<file path="src/rtl/rgbls_pkg.sv">
`timescale 1ns / 1ps

package rgbls_pkg;

  localparam int DATA_W = 8;
  localparam int REG_IDX_W = 3;
  localparam int OP_W = 2;
  localparam int COLOUR_W = 3;

  localparam logic [OP_W-1:0] OP_TICK = 2'd0;
  localparam logic [OP_W-1:0] OP_SET = 2'd1;
  localparam logic [OP_W-1:0] OP_CLEAR = 2'd2;

  localparam int COL_RED = 0;
  localparam int COL_GREEN = 1;
  localparam int COL_BLUE = 2;

  localparam logic [DATA_W-1:0] WALK_TOP = 8'h80;
  localparam logic [DATA_W-1:0] WALK_ODD_SKIP = 8'h10;
  localparam logic [DATA_W-1:0] WALK_NONE = 8'h00;

  typedef struct packed {
    logic [OP_W-1:0] opcode;
    logic [REG_IDX_W-1:0] register_index;
    logic [DATA_W-1:0] bit_mask;
    logic [COLOUR_W-1:0] colour_set;
    logic [COLOUR_W-1:0] five_colour_set;
  } in_word_t;

  typedef struct packed {
    logic shift_valid;
    logic [DATA_W-1:0] shift_byte;
    logic latch_pulse;
    logic red_off;
    logic green_off;
    logic blue_off;
  } out_word_t;

  typedef struct packed {
    logic en;
    logic clr;
    logic [REG_IDX_W-1:0] idx;
    logic [DATA_W-1:0] red_bits;
    logic [DATA_W-1:0] green_bits;
    logic [DATA_W-1:0] blue_bits;
  } map_upd_t;

  typedef struct packed {
    logic red;
    logic green;
    logic blue;
  } colour_off_t;

endpackage

</file>
<file path="src/rtl/rgbls_channels.sv">
`timescale 1ns / 1ps

interface rgbls_in_if;
  logic valid;
  logic ready;
  rgbls_pkg::in_word_t data;
  modport source (output valid, output data, input ready);
  modport sink (input valid, input data, output ready);
endinterface

interface rgbls_out_if;
  logic valid;
  logic ready;
  rgbls_pkg::out_word_t data;
  modport source (output valid, output data, input ready);
  modport sink (input valid, input data, output ready);
endinterface

interface rgbls_cfg_if;
  logic valid;
  logic ready;
  logic [rgbls_pkg::DATA_W-1:0] data;
  modport source (output valid, output data, input ready);
  modport sink (input valid, input data, output ready);
endinterface

</file>
<file path="src/rtl/rgbls_maps.sv">
`timescale 1ns / 1ps

module rgbls_maps #(
  parameter int CHAIN_LENGTH = 6
) (
  input  logic clk,
  input  logic rst,
  input  rgbls_pkg::map_upd_t upd,
  input  logic [$clog2(CHAIN_LENGTH+1)-1:0] sel,
  input  logic [rgbls_pkg::DATA_W-1:0] walk,
  output rgbls_pkg::colour_off_t off
);

  localparam int CW = $clog2(CHAIN_LENGTH + 1);

  logic [rgbls_pkg::DATA_W-1:0] red_map [CHAIN_LENGTH];
  logic [rgbls_pkg::DATA_W-1:0] green_map [CHAIN_LENGTH];
  logic [rgbls_pkg::DATA_W-1:0] blue_map [CHAIN_LENGTH];

  always_ff @(posedge clk) begin
    for (int i = 0; i < CHAIN_LENGTH; i++) begin
      if (rst) begin
        red_map[i] <= '0;
        green_map[i] <= '0;
        blue_map[i] <= '0;
      end else if (upd.en && upd.idx == rgbls_pkg::REG_IDX_W'(i)) begin
        if (upd.clr) begin
          red_map[i] <= red_map[i] & ~upd.red_bits;
          green_map[i] <= green_map[i] & ~upd.green_bits;
          blue_map[i] <= blue_map[i] & ~upd.blue_bits;
        end else begin
          red_map[i] <= red_map[i] | upd.red_bits;
          green_map[i] <= green_map[i] | upd.green_bits;
          blue_map[i] <= blue_map[i] | upd.blue_bits;
        end
      end
    end
  end

  // past the last register every colour reads as off
  always_comb begin
    off = '1;
    for (int i = 0; i < CHAIN_LENGTH; i++) begin
      if (sel == CW'(i)) begin
        off.red = ~|(red_map[i] & walk);
        off.green = ~|(green_map[i] & walk);
        off.blue = ~|(blue_map[i] & walk);
      end
    end
  end

endmodule

</file>
<file path="src/rtl/rgb_led_matrix_scan_sequencer.sv">
`timescale 1ns / 1ps

// channel  dir  word               handshake
// req      in   in_word_t          valid/ready
// rsp      out  out_word_t         valid/ready
// cfg      in   five_mask, 8 bits  valid/ready, always ready
//
// one word in per cycle while rsp is not stalled; each result passes the input reg, then the result reg
// every word gives exactly one result word
// rst is synchronous: bitmaps, scan counters and five_mask clear
// a stalled rsp holds the result; req keeps taking words until the input reg fills

module rgb_led_matrix_scan_sequencer #(
  parameter int CHAIN_LENGTH = 6
) (
  input logic clk,
  input logic rst,
  rgbls_in_if.sink req,
  rgbls_out_if.source rsp,
  rgbls_cfg_if.sink cfg
);

  localparam int CW = $clog2(CHAIN_LENGTH + 1);
  localparam int DW = rgbls_pkg::DATA_W;

  logic [DW-1:0] five_mask;
  logic s1_valid;
  rgbls_pkg::in_word_t s1;
  logic s1_adv;
  logic out_valid;
  rgbls_pkg::out_word_t out_word;

  logic [DW-1:0] walking_bit, walking_bit_next;
  logic [CW-1:0] selected_register, selected_register_next;
  logic [CW-1:0] byte_count, byte_count_next;

  logic tick, latch, hit;
  logic [CW-1:0] bc_eff, sel_wrap;
  logic [DW-1:0] walk_adv;
  logic five_hit;
  logic [DW-1:0] rest;
  rgbls_pkg::map_upd_t upd;
  rgbls_pkg::colour_off_t off;
  rgbls_pkg::out_word_t res;

  assign cfg.ready = 1'b1;
  assign s1_adv = s1_valid && (!out_valid || rsp.ready);
  assign req.ready = !s1_valid || s1_adv;
  assign rsp.valid = out_valid;
  assign rsp.data = out_word;

  always_ff @(posedge clk) begin
    if (rst) begin
      five_mask <= '0;
    end else if (cfg.valid && cfg.ready) begin
      five_mask <= cfg.data;
    end
  end

  always_ff @(posedge clk) begin
    if (rst) begin
      s1_valid <= 1'b0;
    end else if (req.ready) begin
      s1_valid <= req.valid;
    end
    if (req.valid && req.ready) begin
      s1 <= req.data;
    end
  end

  // scan step
  always_comb begin
    tick = s1.opcode == rgbls_pkg::OP_TICK;
    latch = tick && (byte_count >= CW'(CHAIN_LENGTH));
    bc_eff = latch ? '0 : byte_count;
    sel_wrap = (selected_register >= CW'(CHAIN_LENGTH)) ? '0 : selected_register;
    hit = bc_eff == sel_wrap;
    if (walking_bit == rgbls_pkg::WALK_NONE) begin
      walk_adv = 8'h01;
    end else if (walking_bit == rgbls_pkg::WALK_TOP) begin
      walk_adv = rgbls_pkg::WALK_NONE;
    end else if (sel_wrap[0] && walking_bit == rgbls_pkg::WALK_ODD_SKIP) begin
      walk_adv = rgbls_pkg::WALK_TOP;
    end else begin
      walk_adv = walking_bit << 1;
    end
    byte_count_next = bc_eff + CW'(1);
    walking_bit_next = hit ? walk_adv : walking_bit;
    selected_register_next = (hit && walking_bit == rgbls_pkg::WALK_TOP) ?
                             sel_wrap + CW'(1) : sel_wrap;
  end

  always_ff @(posedge clk) begin
    if (rst) begin
      walking_bit <= '0;
      selected_register <= '0;
      byte_count <= '0;
    end else if (s1_adv && tick) begin
      walking_bit <= walking_bit_next;
      selected_register <= selected_register_next;
      byte_count <= byte_count_next;
    end
  end

  // bitmap update masks
  always_comb begin
    five_hit = (s1.five_colour_set != '0) && (s1.bit_mask == five_mask);
    rest = s1.bit_mask & ~five_mask;
    upd.en = s1_adv && (s1.opcode == rgbls_pkg::OP_SET || s1.opcode == rgbls_pkg::OP_CLEAR);
    upd.clr = s1.opcode == rgbls_pkg::OP_CLEAR;
    upd.idx = s1.register_index;
    if (s1.opcode == rgbls_pkg::OP_SET && five_hit) begin
      upd.red_bits = (s1.five_colour_set[rgbls_pkg::COL_RED] ? five_mask : '0) |
                     (s1.colour_set[rgbls_pkg::COL_RED] ? rest : '0);
      upd.green_bits = (s1.five_colour_set[rgbls_pkg::COL_GREEN] ? five_mask : '0) |
                       (s1.colour_set[rgbls_pkg::COL_GREEN] ? rest : '0);
      upd.blue_bits = (s1.five_colour_set[rgbls_pkg::COL_BLUE] ? five_mask : '0) |
                      (s1.colour_set[rgbls_pkg::COL_BLUE] ? rest : '0);
    end else begin
      upd.red_bits = s1.colour_set[rgbls_pkg::COL_RED] ? s1.bit_mask : '0;
      upd.green_bits = s1.colour_set[rgbls_pkg::COL_GREEN] ? s1.bit_mask : '0;
      upd.blue_bits = s1.colour_set[rgbls_pkg::COL_BLUE] ? s1.bit_mask : '0;
    end
  end

  rgbls_maps #(
    .CHAIN_LENGTH(CHAIN_LENGTH)
  ) u_maps (
    .clk(clk),
    .rst(rst),
    .upd(upd),
    .sel(selected_register),
    .walk(walking_bit),
    .off(off)
  );

  always_comb begin
    res = '0;
    if (tick) begin
      res.shift_valid = 1'b1;
      res.shift_byte = hit ? walk_adv : rgbls_pkg::WALK_NONE;
      res.latch_pulse = latch;
      res.red_off = latch && off.red;
      res.green_off = latch && off.green;
      res.blue_off = latch && off.blue;
    end
  end

  always_ff @(posedge clk) begin
    if (rst) begin
      out_valid <= 1'b0;
    end else if (!out_valid || rsp.ready) begin
      out_valid <= s1_valid;
    end
    if (s1_adv) begin
      out_word <= res;
    end
  end

  a_count_range: assert property (@(posedge clk) disable iff (rst)
    byte_count <= CW'(CHAIN_LENGTH) && selected_register <= CW'(CHAIN_LENGTH))
    else $error("scan counter out of range");

  a_byte_onehot: assert property (@(posedge clk) disable iff (rst)
    out_valid |-> $onehot0(out_word.shift_byte))
    else $error("shift byte not one-hot");

  a_non_tick_zero: assert property (@(posedge clk) disable iff (rst)
    out_valid && !out_word.shift_valid |-> out_word == '0)
    else $error("non-tick word with nonzero result");

  a_off_needs_latch: assert property (@(posedge clk) disable iff (rst)
    out_valid && !out_word.latch_pulse |->
      !out_word.red_off && !out_word.green_off && !out_word.blue_off)
    else $error("colour level without latch");

  a_latch_restart: assert property (@(posedge clk) disable iff (rst)
    s1_adv && latch |=> byte_count == CW'(1))
    else $error("latch did not restart byte count");

endmodule
</file>
<file path="src/flat_wrapper.sv">
// flat-port wrapper written by rule: the top's interface ports become plain ports
module rgb_led_matrix_scan_sequencer_flat 
#(
  parameter int CHAIN_LENGTH = 6
)
  (clk, rst, req_valid, req_data, req_ready, rsp_valid, rsp_data, rsp_ready, cfg_valid, cfg_data, cfg_ready);
  rgbls_in_if req_i ();
  rgbls_out_if rsp_i ();
  rgbls_cfg_if cfg_i ();
  input logic clk;
  input logic rst;
  input wire logic [$bits(req_i.valid)-1:0] req_valid;
  input wire logic [$bits(req_i.data)-1:0] req_data;
  output wire logic [$bits(req_i.ready)-1:0] req_ready;
  output wire logic [$bits(rsp_i.valid)-1:0] rsp_valid;
  output wire logic [$bits(rsp_i.data)-1:0] rsp_data;
  input wire logic [$bits(rsp_i.ready)-1:0] rsp_ready;
  input wire logic [$bits(cfg_i.valid)-1:0] cfg_valid;
  input wire logic [$bits(cfg_i.data)-1:0] cfg_data;
  output wire logic [$bits(cfg_i.ready)-1:0] cfg_ready;
  assign req_i.valid = req_valid;
  assign req_i.data = req_data;
  assign req_ready = req_i.ready;
  assign rsp_valid = rsp_i.valid;
  assign rsp_data = rsp_i.data;
  assign rsp_i.ready = rsp_ready;
  assign cfg_i.valid = cfg_valid;
  assign cfg_i.data = cfg_data;
  assign cfg_ready = cfg_i.ready;
  rgb_led_matrix_scan_sequencer #(.CHAIN_LENGTH(CHAIN_LENGTH)) u_core (.clk(clk), .rst(rst), .req(req_i), .rsp(rsp_i), .cfg(cfg_i));
endmodule
</file>
<file path="config.mk">
export PLATFORM = sky130hd
export DESIGN_NAME = rgb_led_matrix_scan_sequencer_flat
export DESIGN_NICKNAME = d
export VERILOG_FILES = /design/src/rtl/rgbls_pkg.sv /design/src/rtl/rgbls_channels.sv /design/src/rtl/rgbls_maps.sv /design/src/rtl/rgb_led_matrix_scan_sequencer.sv /design/src/flat_wrapper.sv
export SDC_FILE = /design/constraint.sdc
export NUM_CORES = 1
export LEC_CHECK = 0
export BUFFER_PORTS_ARGS = -buffer_cell sky130_fd_sc_hd__buf_2
export CORE_ASPECT_RATIO = 1.1
export CORE_MARGIN = 4
export CORE_UTILIZATION = 40
export DETAILED_ROUTE_END_ITERATION = 10
export MAX_ROUTING_LAYER = met4
export PLACE_DENSITY = 0.66
export SLEW_MARGIN = 20
export SYNTH_ARGS = -nofsm -noshare
export SYNTH_HDL_FRONTEND = slang
export SYNTH_SLANG_ARGS = --single-unit
</file>
<file path="constraint.sdc">
create_clock -name clk -period 4.25 [get_ports clk]
set_clock_uncertainty 0.15 [all_clocks]
set_input_delay 0.425 -clock clk [delete_from_list [all_inputs] [get_ports clk]]
set_output_delay 0.425 -clock clk [all_outputs]
set_load 0.02 [all_outputs]
</file>
==> summary.md <==
| Metric | Value |
|---|---|
| CP Capture Type | `register` |
| Warning count from the yosys run | `0` |
| Via total after detailed routing | `8258` |
| Maximum buffer depth of the clock tree | `2` |
| Net switching power figure | `1.080 mW` |
| Signed area change from the synthesized netlist to the final layout | `10.07%` |
| Post-DRT Antenna Nets | `0` |
| Number of flip-flops and latches in the synthesized netlist | `200` |
| # port buffers | `46` |
| Seq/Total Area, Yosys | `53.28%` |
| Share of power burned in the clock network | `38.9%` |
| Synth Flop Type | `sky130_fd_sc_hd__edfxtp_1` |
| Final WL | `29.21 mm` |
| Source-to-sink clock delay at the later pin of the worst-skew pair | `440 ps` |
| Total grt overflow | `0` |
| Category of the critical setup timing path | `register to register` |
| Summed negative setup slack over all endpoints | `0 ps` |
| Internal power | `3.161 mW` |
| Maximum fanout encountered on the critical timing path | `25` |
| Vias per cell | `6.158` |
| Clock tree from TritonCTS | `yes` |
| Global placer's final weighted congestion | `0.9227` |
| Number of synthesized flops with an enable pin | `176` |
| Post-layout total power | `4.240 mW` |
| Worst voltage drop across the vdd grid | `0.0002546 V` |
| Standard cell core area | `0.02638 mm2` |
| Syn_nets | `1005` |
| Syn Inst Count | `960` |
| Fmax | `298.9 MHz` |
| Detailed-placement wirelength estimate | `19.22 mm` |
| Number of failing hold endpoints at the final stage | `0` |
| Net switching fraction of the power | `25.46%` |
| Required arrival time at the worst endpoint | `4260 ps` |
| Synth top area cells | `sky130_fd_sc_hd__edfxtp_1 (49%), sky130_fd_sc_hd__o22a_1 (9.7%), sky130_fd_sc_hd__nor2_1 (5.8%)` |
| Max-slew violation count | `0` |
| Chip height | `180.5 um` |
| Clock root buffer | `sky130_fd_sc_hd__clkbuf_16` |
| Max capacitance violation total | `0` |
| Outcome | `completed` |
| Hold buffers post-CTS | `8` |
| Number of unique standard cell types used by synthesis | `61` |
| Part of the total power dissipated in sequential elements | `53.6%` |
| Effective utilization at floorplan | `41.03%` |
| Share of final-layout standard cells stronger than drive strength 1 | `15.17%` |
| Global routing usage summed across all routing layers | `20.60%` |
| Worst EP arrival | `3350 ps` |
| Setup repair after global routing missed its margin | `no` |
| Setup violation total in the final timing report | `0` |
| Area fraction of the dominant cell type after synthesis | `48.84%` |
| Share of flip-flops with an asynchronous set or reset | `0%` |
| Number of antenna violations at the first check in global routing | `0` |
| Number of clock sinks | `200` |
| Hold Startpoint | `req_data[15]` |
| Mapped Area | `0.01082 mm2` |
| Wire length of the first global-routing pass | `46.86 mm` |
| Kind of launch point of the worst setup path | `register` |
| Buffer count from post-CTS setup fixing | `0` |
| Part of the power in combinational logic | `7.5%` |
| Tcrit/Tclk final | `78.72%` |
| DIE WIDTH | `164.8 um` |
| Slew HR | `31.08%` |
| Leakage power summed over all cells | `4.966 nW` |
| 1st-pass router iterations | `5` |
| CTS-repair resized insts | `0` |
| Final critical-path required period | `3345 ps` |
| Post-route DRC | `0` |
| Via count of the first global-routing pass | `7991` |
| Worst Hold Class | `primary input to register` |
| Number of DRC violations after detailed-routing iteration 0 | `796` |
| Worst-Margin Slew | `1034 ps` |
| Final net count | `1021` |
| Cell taking the most area after synthesis | `sky130_fd_sc_hd__edfxtp_1` |
| Boundary pin count | `48` |
| Site Rows | `62` |
| Pin count of the biggest net entering global routing | `28` |
| CP Launch Point | `u_core.five_mask[1]` |
| Average footprint of a synthesized cell | `11.27 um2` |
| Total power density per cell area | `356.0 mW/mm2` |
| Avg WL per Cell | `21.79 um` |
| Worst-path clk slew | `80 ps` |
| Reg2reg start | `u_core.five_mask[1]` |
| Diode count | `0` |
| Number of levels the H-tree was split into | `4` |
| Die footprint | `0.02975 mm2` |
| TritonCTS Buffers | `17` |
worst paths after layout:
| check | end | slack (ps) | cells after the start |
|---|---|---|---|
| hold / removal | u_core.s1[15] | 10 | 1 |
| hold reg to reg | u_core.five_mask[5] | 350 | 2 |
| setup reg to reg | u_core.u_maps.blue_map[4][0] | 900 | 9 |
| setup / recovery | u_core.u_maps.blue_map[4][0] | 900 | 9 |
flip-flops by register name (all words and copies together) (netlist names):
register,cells
u_core.rsp.data,13
u_core.five_mask,8
u_core.u_maps.red_map,48
u_core.walking_bit,8
u_core.s1_valid,1
u_core.s1,19
u_core.u_maps.green_map,48
u_core.byte_count,3
u_core.selected_register,3
u_core.u_maps.blue_map,48
u_core.rsp.valid,1
layout by cell type (no fill, tap or decap), types with 12 or more instances in the layout:
master and count:
sky130_fd_sc_hd__o221ai_2 20, sky130_fd_sc_hd__nor2_1 168, sky130_fd_sc_hd__mux2i_1 33, sky130_fd_sc_hd__clkbuf_16 19, sky130_fd_sc_hd__buf_2 46, sky130_fd_sc_hd__ha_1 13, sky130_fd_sc_hd__nand4_1 16, sky130_fd_sc_hd__inv_1 16
sky130_fd_sc_hd__nand2_1 51, sky130_fd_sc_hd__edfxtp_1 176, sky130_fd_sc_hd__a21oi_1 12, sky130_fd_sc_hd__buf_4 31, sky130_fd_sc_hd__o22a_1 120, sky130_fd_sc_hd__a22oi_1 74, sky130_fd_sc_hd__o41ai_1 24, sky130_fd_sc_hd__dfxtp_1 23
sky130_fd_sc_hd__and2_1 33
kinds of logic after synthesis:
logic type,count (synthesis),share of synthesized area (%)
AND/OR/NAND/NOR,317,13.65
other,1,0.03465
adder cells (fa/ha/maj),13,1.503
flip-flops,200,53.28
buffers and inverters,109,5.550
AO/OA/AOI/OAI,287,22.93
multiplexers,33,3.052
metal layers:
metal	track usage, %	wire [um]	up-vias
met5	-	0	-
met4	6.689	780	0
met3	3.157	2076	49
met2	30.88	13810	357
met1	28.74	12550	4088
li1	-	-	3764
cells in the mapped netlist (3+ instances only):
master and instances:
sky130_fd_sc_hd__a211oi_1 3, sky130_fd_sc_hd__a21oi_1 12, sky130_fd_sc_hd__a221oi_1 5, sky130_fd_sc_hd__a22oi_1 74, sky130_fd_sc_hd__a41oi_1 4, sky130_fd_sc_hd__and2_1 33
sky130_fd_sc_hd__and3_1 4, sky130_fd_sc_hd__buf_1 3, sky130_fd_sc_hd__buf_2 9, sky130_fd_sc_hd__buf_4 4, sky130_fd_sc_hd__buf_6 22, sky130_fd_sc_hd__clkbuf_1 50
sky130_fd_sc_hd__dfxtp_1 24, sky130_fd_sc_hd__edfxtp_1 176, sky130_fd_sc_hd__ha_1 13, sky130_fd_sc_hd__inv_1 16, sky130_fd_sc_hd__inv_2 4, sky130_fd_sc_hd__mux2i_1 33
sky130_fd_sc_hd__nand2_1 53, sky130_fd_sc_hd__nand2b_1 3, sky130_fd_sc_hd__nand3_1 9, sky130_fd_sc_hd__nand4_1 16, sky130_fd_sc_hd__nor2_1 168, sky130_fd_sc_hd__nor2b_1 3
sky130_fd_sc_hd__nor3_1 4, sky130_fd_sc_hd__o21ai_0 4, sky130_fd_sc_hd__o221ai_1 5, sky130_fd_sc_hd__o221ai_2 20, sky130_fd_sc_hd__o22a_1 120, sky130_fd_sc_hd__o41ai_1 24
sky130_fd_sc_hd__or4_1 3
per-stage QoR:
stage               setup WS (ps)  hold slack [ps]  util, %  cell area [um2]  std cells
floorplan                   460.5            310.4        -            10820        960
global placement            905.1            326.6    42.58            11230       1301
detailed placement          977.4            334.1    42.59            11230       1301
CTS                         912.6           0.3445    45.15            11910       1341
global route                726.0            2.610    45.16            11910       1341
finish                      904.5            11.73    45.16            11910       1341
power groups by stage:
stage | combinational (mW) | sequential, mW | clock (mW)
3_3_place_gp | 0.308 | 2.31 | 0
5_1_grt | 0.347 | 2.28 | 1.76
3_5_place_dp | 0.310 | 2.32 | 0
4_1_cts | 0.318 | 2.27 | 1.67
2_1_floorplan | 0.223 | 2.30 | 0
6_report | 0.318 | 2.27 | 1.65
critical path: stages (launching register included):
cell                       delay (ps)
sky130_fd_sc_hd__dfxtp_1          340
sky130_fd_sc_hd__inv_1            120
sky130_fd_sc_hd__ha_1             330
sky130_fd_sc_hd__nand3_1           80
sky130_fd_sc_hd__buf_4            210
sky130_fd_sc_hd__or4_1            500
sky130_fd_sc_hd__buf_4            260
sky130_fd_sc_hd__o221ai_2         740
sky130_fd_sc_hd__mux2i_1          260
sky130_fd_sc_hd__nor2_1            50
cell type report:
cell class / count / area [um2]
clock inverter: 13 / 120.1
multi-input combinational: 651 / 4487
sequential: 200 / 5767
fill: 2471 / 14460
timing repair buffer: 85 / 543.0
tap: 352 / 440.4
clock buffer: 19 / 475.5
inverter: 21 / 78.83
No activity file was read; power rests on OpenSTA's default activity.
